[config.mk]
export PLATFORM = sky130hd
export DESIGN_NAME = sorted_key_table_upsert
export DESIGN_NICKNAME = d
export VERILOG_FILES = /design/src/rtl/sktu_pkg.sv /design/src/rtl/sktu_ram.sv /design/src/rtl/sktu_seq.sv /design/src/rtl/sorted_key_table_upsert.sv
export SDC_FILE = /design/constraint.sdc
export NUM_CORES = 2
export LEC_CHECK = 0
export ABC_AREA = 1
export BUFFER_PORTS_ARGS = -buffer_cell sky130_fd_sc_hd__buf_2
export CORE_ASPECT_RATIO = 2
export CORE_MARGIN = 2
export CORE_UTILIZATION = 51
export CTS_CLUSTER_DIAMETER = 40
export DETAILED_ROUTE_END_ITERATION = 8
export PLACE_DENSITY = 0.67
export SLEW_MARGIN = 10
export SYNTH_ARGS = -nofsm -noshare
export SYNTH_HDL_FRONTEND = slang
export SYNTH_SLANG_ARGS = --single-unit
export TNS_END_PERCENT = 5
[constraint.sdc]
create_clock -name clk_i -period 9.05 [get_ports clk_i]
set_input_delay 0 -clock clk_i [delete_from_list [all_inputs] [get_ports clk_i]]
set_output_delay 0 -clock clk_i [all_outputs]
set_load 0.01 [all_outputs]
[src/rtl/sktu_pkg.sv]
// types, constants and codes shared by the sorted key table blocks
`default_nettype none

package sktu_pkg;

  localparam int unsigned TABLE_DEPTH = 32;
  localparam int unsigned IDX_W       = (TABLE_DEPTH > 1) ? $clog2(TABLE_DEPTH) : 1;
  localparam int unsigned CNT_W       = $clog2(TABLE_DEPTH + 1);

  typedef enum logic [1:0] {
    CMD_INSERT = 2'd0,
    CMD_DELETE = 2'd1,
    CMD_READ   = 2'd2
  } cmd_e;

  typedef enum logic [2:0] {
    ST_INSERTED  = 3'd0,
    ST_UPDATED   = 3'd1,
    ST_DELETED   = 3'd2,
    ST_NOTFOUND  = 3'd3,
    ST_FULL      = 3'd4,
    ST_READOK    = 3'd5,
    ST_READEMPTY = 3'd6
  } status_e;

  typedef enum logic [3:0] {
    S_IDLE,
    S_START,
    S_SRCH,
    S_CMP,
    S_INS_RD,
    S_INS_WR,
    S_DEL_RD,
    S_DEL_WR,
    S_READ,
    S_RESULT
  } state_e;

  typedef struct packed {
    logic [1:0]  cmd;
    logic [15:0] key;
    logic [1:0]  entry_kind;
    logic [31:0] target_number;
    logic [7:0]  restriction;
    logic [4:0]  position;
  } in_t;

  typedef struct packed {
    status_e     status;
    logic [5:0]  entry_count;
    logic [15:0] out_key;
    logic [1:0]  out_kind;
    logic [31:0] out_target;
    logic [7:0]  out_restriction;
  } out_t;

  typedef struct packed {
    logic [15:0] key;
    logic [1:0]  kind;
    logic [31:0] target;
    logic [7:0]  restriction;
  } entry_t;

  typedef struct packed {
    logic             we;
    logic [IDX_W-1:0] waddr;
    entry_t           wdata;
    logic [IDX_W-1:0] raddr;
  } ram_req_t;

  typedef struct packed {
    logic valid;
    out_t result;
  } push_t;

endpackage

`default_nettype wire

[src/rtl/sktu_ram.sv]
// generic single write port ram with registered read
`default_nettype none

module sktu_ram #(
  parameter int unsigned WIDTH = 8,
  parameter int unsigned DEPTH = 32
) (
  input  wire logic                                        clk_i,
  input  wire logic                                        we_i,
  input  wire logic [((DEPTH > 1) ? $clog2(DEPTH) : 1)-1:0] waddr_i,
  input  wire logic [WIDTH-1:0]                            wdata_i,
  input  wire logic [((DEPTH > 1) ? $clog2(DEPTH) : 1)-1:0] raddr_i,
  output logic      [WIDTH-1:0]                            rdata_o
);

  logic [WIDTH-1:0] mem_q [DEPTH];

  always_ff @(posedge clk_i) begin
    if (we_i) begin
      mem_q[waddr_i] <= wdata_i;
    end
    rdata_o <= mem_q[raddr_i];
  end

endmodule

`default_nettype wire

[src/rtl/sktu_seq.sv]
// sequencer: key search, entry shifting and result build over the table ram
`default_nettype none

module sktu_seq (
  input  wire logic              clk_i,
  input  wire logic              rst_ni,
  input  wire logic              in_valid_i,
  output logic                   in_stall_o,
  input  wire sktu_pkg::in_t     in_data_i,
  output sktu_pkg::ram_req_t     ram_req_o,
  input  wire sktu_pkg::entry_t  ram_rdata_i,
  output sktu_pkg::push_t        push_o,
  input  wire logic              push_ready_i
);

  import sktu_pkg::*;

  state_e           state_q, state_d;
  in_t              item_q, item_d;
  logic [CNT_W-1:0] i_q, i_d;
  logic [CNT_W-1:0] j_q, j_d;
  logic [CNT_W-1:0] count_q, count_d;
  out_t             res_q, res_d;
  logic [CNT_W-1:0] j_inc, j_dec;
  entry_t           new_entry;
  logic             decide, hit, fin;
  status_e          fin_status;
  entry_t           fin_entry;

  assign j_inc = j_q + CNT_W'(1);
  assign j_dec = j_q - CNT_W'(1);
  assign new_entry = '{key: item_q.key, kind: item_q.entry_kind,
                       target: item_q.target_number, restriction: item_q.restriction};

  always_ff @(posedge clk_i or negedge rst_ni) begin
    if (!rst_ni) begin
      state_q <= S_IDLE;
      count_q <= '0;
    end else begin
      state_q <= state_d;
      count_q <= count_d;
    end
  end

  always_ff @(posedge clk_i) begin
    item_q <= item_d;
    i_q    <= i_d;
    j_q    <= j_d;
    res_q  <= res_d;
  end

  always_comb begin
    state_d    = state_q;
    item_d     = item_q;
    i_d        = i_q;
    j_d        = j_q;
    count_d    = count_q;
    res_d      = res_q;
    decide     = 1'b0;
    hit        = 1'b0;
    fin        = 1'b0;
    fin_status = ST_READEMPTY;
    fin_entry  = '0;
    ram_req_o  = '{we: 1'b0, waddr: i_q[IDX_W-1:0], wdata: ram_rdata_i,
                   raddr: i_q[IDX_W-1:0]};
    in_stall_o = (state_q != S_IDLE);
    push_o     = '{valid: 1'b0, result: res_q};

    case (state_q)
      S_IDLE: begin
        if (in_valid_i) begin
          item_d  = in_data_i;
          state_d = S_START;
        end
      end
      S_START: begin
        i_d = '0;
        case (item_q.cmd)
          CMD_INSERT, CMD_DELETE: begin
            state_d = S_SRCH;
          end
          CMD_READ: begin
            if (32'(item_q.position) < 32'(count_q)) begin
              ram_req_o.raddr = IDX_W'(item_q.position);
              state_d         = S_READ;
            end else begin
              fin = 1'b1;
            end
          end
          default: begin
            fin = 1'b1;
          end
        endcase
      end
      S_SRCH: begin
        if (i_q == count_q) begin
          decide = 1'b1;
        end else begin
          state_d = S_CMP;
        end
      end
      S_CMP: begin
        if (ram_rdata_i.key < item_q.key) begin
          i_d     = i_q + CNT_W'(1);
          state_d = S_SRCH;
        end else begin
          decide = 1'b1;
          hit    = (ram_rdata_i.key == item_q.key);
        end
      end
      S_INS_RD: begin
        if (j_q == i_q) begin
          ram_req_o.we    = 1'b1;
          ram_req_o.wdata = new_entry;
          count_d         = count_q + CNT_W'(1);
          fin             = 1'b1;
          fin_status      = ST_INSERTED;
        end else begin
          ram_req_o.raddr = j_dec[IDX_W-1:0];
          state_d         = S_INS_WR;
        end
      end
      S_INS_WR: begin
        ram_req_o.we    = 1'b1;
        ram_req_o.waddr = j_q[IDX_W-1:0];
        j_d             = j_dec;
        state_d         = S_INS_RD;
      end
      S_DEL_RD: begin
        if (j_inc >= count_q) begin
          count_d    = count_q - CNT_W'(1);
          fin        = 1'b1;
          fin_status = ST_DELETED;
        end else begin
          ram_req_o.raddr = j_inc[IDX_W-1:0];
          state_d         = S_DEL_WR;
        end
      end
      S_DEL_WR: begin
        ram_req_o.we    = 1'b1;
        ram_req_o.waddr = j_q[IDX_W-1:0];
        j_d             = j_inc;
        state_d         = S_DEL_RD;
      end
      S_READ: begin
        fin        = 1'b1;
        fin_status = ST_READOK;
        fin_entry  = ram_rdata_i;
      end
      S_RESULT: begin
        push_o.valid = 1'b1;
        if (push_ready_i) begin
          state_d = S_IDLE;
        end
      end
      default: begin
        state_d = S_IDLE;
      end
    endcase

    if (decide) begin
      if (item_q.cmd == CMD_INSERT) begin
        if (hit) begin
          ram_req_o.we    = 1'b1;
          ram_req_o.wdata = '{key: item_q.key, kind: item_q.entry_kind,
                              target: item_q.target_number,
                              restriction: ram_rdata_i.restriction};
          fin             = 1'b1;
          fin_status      = ST_UPDATED;
        end else if (32'(count_q) >= TABLE_DEPTH) begin
          fin        = 1'b1;
          fin_status = ST_FULL;
        end else begin
          j_d     = count_q;
          state_d = S_INS_RD;
        end
      end else begin
        if (hit) begin
          j_d     = i_q;
          state_d = S_DEL_RD;
        end else begin
          fin        = 1'b1;
          fin_status = ST_NOTFOUND;
        end
      end
    end

    if (fin) begin
      state_d = S_RESULT;
      res_d   = '{status: fin_status, entry_count: 6'(count_d),
                  out_key: fin_entry.key, out_kind: fin_entry.kind,
                  out_target: fin_entry.target, out_restriction: fin_entry.restriction};
    end
  end

`ifndef SYNTH
  a_count_bound: assert property (@(posedge clk_i) disable iff (!rst_ni)
    32'(count_q) <= TABLE_DEPTH)
    else $error("entry count above table depth");

  a_ins_order: assert property (@(posedge clk_i) disable iff (!rst_ni)
    (state_q == S_INS_RD) |-> (j_q >= i_q))
    else $error("insert shift passed the insert position");

  a_del_range: assert property (@(posedge clk_i) disable iff (!rst_ni)
    (state_q == S_DEL_RD) |-> (j_q < count_q))
    else $error("delete shift beyond last entry");

  a_full_count: assert property (@(posedge clk_i) disable iff (!rst_ni)
    (state_q == S_RESULT && res_q.status == ST_FULL) |-> (32'(count_q) == TABLE_DEPTH))
    else $error("full reported while table has room");
`endif

endmodule

`default_nettype wire

[src/rtl/sorted_key_table_upsert.sv]
// top level: sorted key table with insert or update, delete and read
//
//   channel | dir | handshake              | payload
//   in      | in  | in_valid_i, in_stall_o   | in_data_i (in_t)
//   out     | out | out_valid_o, out_stall_i | out_data_o (out_t)
//
// per item: insert, update, delete, not found and full search past smaller keys first;
//   insert and delete then shift the entries behind; read, read empty and spare skip the search
// the single table ram port pair (one read, one write a cycle) paces the search and the shifting
// reset clears the entry count, the sequencer state and the output valid; no clearing pass, table contents stay unknown
// the result waits in an output register while the next item runs; a second one holds in seq
`default_nettype none

module sorted_key_table_upsert (
  input  wire logic            clk_i,
  input  wire logic            rst_ni,
  input  wire logic            in_valid_i,
  output logic                 in_stall_o,
  input  wire sktu_pkg::in_t   in_data_i,
  output logic                 out_valid_o,
  input  wire logic            out_stall_i,
  output sktu_pkg::out_t       out_data_o
);

  import sktu_pkg::*;

  ram_req_t ram_req;
  entry_t   ram_rdata;
  push_t    push;
  logic     push_ready;
  logic     out_valid_q;
  out_t     out_q;

  sktu_ram #(
    .WIDTH ($bits(entry_t)),
    .DEPTH (TABLE_DEPTH)
  ) u_ram (
    .clk_i   (clk_i),
    .we_i    (ram_req.we),
    .waddr_i (ram_req.waddr),
    .wdata_i (ram_req.wdata),
    .raddr_i (ram_req.raddr),
    .rdata_o (ram_rdata)
  );

  sktu_seq u_seq (
    .clk_i        (clk_i),
    .rst_ni       (rst_ni),
    .in_valid_i   (in_valid_i),
    .in_stall_o   (in_stall_o),
    .in_data_i    (in_data_i),
    .ram_req_o    (ram_req),
    .ram_rdata_i  (ram_rdata),
    .push_o       (push),
    .push_ready_i (push_ready)
  );

  assign push_ready = !out_valid_q || !out_stall_i;

  always_ff @(posedge clk_i or negedge rst_ni) begin
    if (!rst_ni) begin
      out_valid_q <= 1'b0;
    end else if (push.valid && push_ready) begin
      out_valid_q <= 1'b1;
    end else if (!out_stall_i) begin
      out_valid_q <= 1'b0;
    end
  end

  always_ff @(posedge clk_i) begin
    if (push.valid && push_ready) begin
      out_q <= push.result;
    end
  end

  assign out_valid_o = out_valid_q;
  assign out_data_o  = out_q;

endmodule

`default_nettype wire

==> results.cfg <==
[routing]
drtIter0Drc = 7208
drtAntennaViolNets = 0
vias = 62127
finalWirelength_mm = 253
drt_first_pass_iters = 8
via_per_inst = 5.65
drc = 0
post_drt_wl_per_cell_um = 23.0

[grt]
grt_pass1_vias = 59380
grtUsageTotal = 0.273
antenna_found_initial = 5
grt_pass1_wl_mm = 376
grt_overflow = 0
grt_max_degree = 209

[timing]
max_slew_margin = 0.186
timing_worst_slew_pin_value_ps = 1220
fin_worst_skew_ps = 39.4
fmax_mhz = 151
hold_viol = 0
setup_violations = 0
period_minus_slack_ps = 6610
setup_tns_ps = 0
rsz0062_at_grt = no
fin_crit_sh = 0.731
drv_slew = 0

[run]
drv_cap = 0

[power]
peakVddDrop_mv = 0.313
power_mw = 34.9
p_leak_nw = 41.2
p_per_area_mw_per_mm2 = 340

[die]
rows = 220
ioPinCount = 138
core_mm2 = 0.179
dieHeight_um = 603
die_area_mm2 = 0.183
die_x_um = 304
initial_core_util = 0.512

[synthesis]
synthFlopType = edfxtp_1
synth.largest_area_cell = edfxtp_1
synthTopCellsByArea = edfxtp_1, nand3_1, nand2_1, inv_1, nand3b_1
syn-num-nets = 8515
yosysUniqueCellTypes = 46
synth_area_mm2 = 0.0915
ys_ff_latch = 2136
synth_top_area_share = 0.676
yosys_warnings = 0
synth_edf_count = 2061
ys_async_sr_fraction = 0.00515
avgSynthCellArea_um2 = 10.9
ys_seq_area_frac = 0.693
syn_inst = 8414

[placement]
gp_congestion = 0.876
hpwl_mm = 133
placed_area_mm2 = 0.0945
port_buffers = 137
place_inst = 10490

[setup_path]
cpPeakStageDelay_ps = 870
cp_cell_sequence = inv_1 -> ha_1 -> nand2_1 -> nor2_1 -> nand4_1 -> or2_2 -> nand2_1 -> nand2_1 -> inv_1 -> nand3_1 -> nand2_4 -> clkinv_2 -> nand2_1 -> nand2_1 -> nor2_4 -> buf_4 -> buf_4
required_ps = 9490
critPathLaunchType = register
crit_type = reg -> reg
cp_top_family = simple AND/OR/NAND/NOR gates
worst_setup_path_end_kind = register
critPathBufInv = 5
cp_slowest_cell = nand2_1
crit_fanout = 30
cpMostUsedCell = nand2_1
arrival_ps = 7060

[clocking]
cts.path.max_buffers = 4
cts_buffers = 202
clk_pin_slew_ps = 70
cts_tree = built
cts_root_buf = clkbuf_16
cts_sinks = 2136
ctsHoldBuffers = 135
insertion_delay_ps = 840
post_cts_buffers = 0
htree_levels = 4
ctsResizeCount = 0

[final_layout]
fillers = 14670
nets = 8599
drive_gt1_frac = 0.0772
utilization = 0.573
syn_to_final_growth_pct = 11.9
stdcell_count = 10988
fin_area_mm2 = 0.102

[run_status]
status = completed

[worst_hold_path]
hold_class = in -> async
cell usage after synthesis, types with 5 or more instances:
| master | number |
|---|---|
| a21oi_1 | 54 |
| a22oi_1 | 5 |
| buf_1 | 43 |
| buf_2 | 300 |
| buf_4 | 18 |
| clkbuf_1 | 161 |
| dfrtp_1 | 11 |
| dfxtp_1 | 64 |
| edfxtp_1 | 2061 |
| ha_1 | 32 |
| inv_1 | 1089 |
| inv_2 | 11 |
| nand2_1 | 2040 |
| nand3_1 | 2016 |
| nand3b_1 | 233 |
| nand4_1 | 10 |
| nor2_1 | 151 |
| nor3_1 | 18 |
| o21ai_0 | 45 |
| xor2_1 | 14 |
tightest hold or removal path, cell delays in order:
cell	delay, ps
dlygate4sd3_1	520
buf_2	100
dlygate4sd3_1	900
stage by stage:
stage	setup slack, ps	hold WS [ps]
after detailed placement	2480	-106
after CTS	2460	225
final	2440	233
after global placement	2610	-111
after global routing	2120	282
after floorplan	2440	-296
state kept, by name, indices dropped and copies added (netlist names), 6 cells and up:
register       count
u_ram.rdata_o     58
out_data_o        67
u_seq.push_o      67
u_seq.j_q          6
u_ram.mem_q     1856
u_seq.item_q      65
u_seq.count_q      6
u_seq.i_q          6
path summary, 6_finish.rpt:
| check | start | to | slack [ps] | cells past startpoint |
|---|---|---|---|---|
| max | u_seq.item_q[60] | u_ram.mem_q[26][14] | 2440 | 17 |
| min reg2reg | u_seq.push_o[66] | out_data_o[66] | 420 | 0 |
| max in group asynchronous | rst_ni | u_seq.count_q[1] | 8450 | 3 |
| max reg2reg | u_seq.item_q[60] | u_ram.mem_q[26][14] | 2440 | 17 |
| min | rst_ni | u_seq.state_q[3] | 230 | 3 |
| min in group clk_i | in_valid_i | u_seq.state_q[0] | 350 | 6 |
cell usage in the layout, fill, tap and decap left out, types with 11 or more instances in the layout:
cell type | synthesis | final
edfxtp_1 | 2061 | 2061
nand2_1 | 2040 | 2039
nand3_1 | 2016 | 2015
inv_1 | 1089 | 1065
nand3b_1 | 233 | 233
clkbuf_16 | 0 | 204
nor2_1 | 151 | 144
buf_2 | 300 | 137
dlygate4sd3_1 | 0 | 135
buf_4 | 18 | 111
dfxtp_1 | 64 | 64
clkbuf_1 | 161 | 40
clkinv_2 | 0 | 37
ha_1 | 32 | 32
a21oi_1 | 54 | 28
clkinv_1 | 3 | 28
inv_4 | 0 | 23
bufinv_16 | 0 | 22
a21oi_4 | 1 | 20
buf_12 | 0 | 20
o21ai_0 | 45 | 18
o21ai_1 | 1 | 16
xor2_1 | 14 | 14
nor3_1 | 18 | 13
dfrtp_1 | 11 | 11
cell families (layout without fill, tap and decap cells):
family	after synthesis	count (layout)	share of synthesized area
XOR/XNOR	14	14	0.00134
flip-flops	2136	2136	0.693
buffers and inverters	1626	1867	0.0716
adder cells (fa/ha/maj)	32	32	0.00437
AO/OA/AOI/OAI	126	126	0.00779
other	0	2	0
AND/OR/NAND/NOR	4480	4480	0.222
power breakdown:
part	internal, mW	leakage (nW)	switching, mW
sequential	12.8	19.4	0.266
clock	4.85	3.21	3.68
combinational	3.31	18.6	9.93
total	21.0	41.2	13.9
cell type report:
class | instances | area (um^2) | share of cell area
repair buffers | 403 | 3270 | 0.0319
diodes | 2 | 5.00 | 0.0000489
clock buffers | 253 | 5380 | 0.0525
inverters | 1103 | 4210 | 0.0411
well taps | 2331 | 2920 | 0.0285
clock inverters | 108 | 1180 | 0.0115
multi-input cells | 4652 | 22000 | 0.215
flip-flops and latches | 2136 | 63400 | 0.619
routing by layer:
layer  GRT usage  vias to the layer above  wire length [um]
met4       0.116                        0             11300
met5           0                        -                 0
met2       0.446                     3009            122000
met1       0.367                    29959             99200
met3      0.0338                      559             19800
li1            -                    28600                 -
No activity file was read; power rests on OpenSTA's default activity.
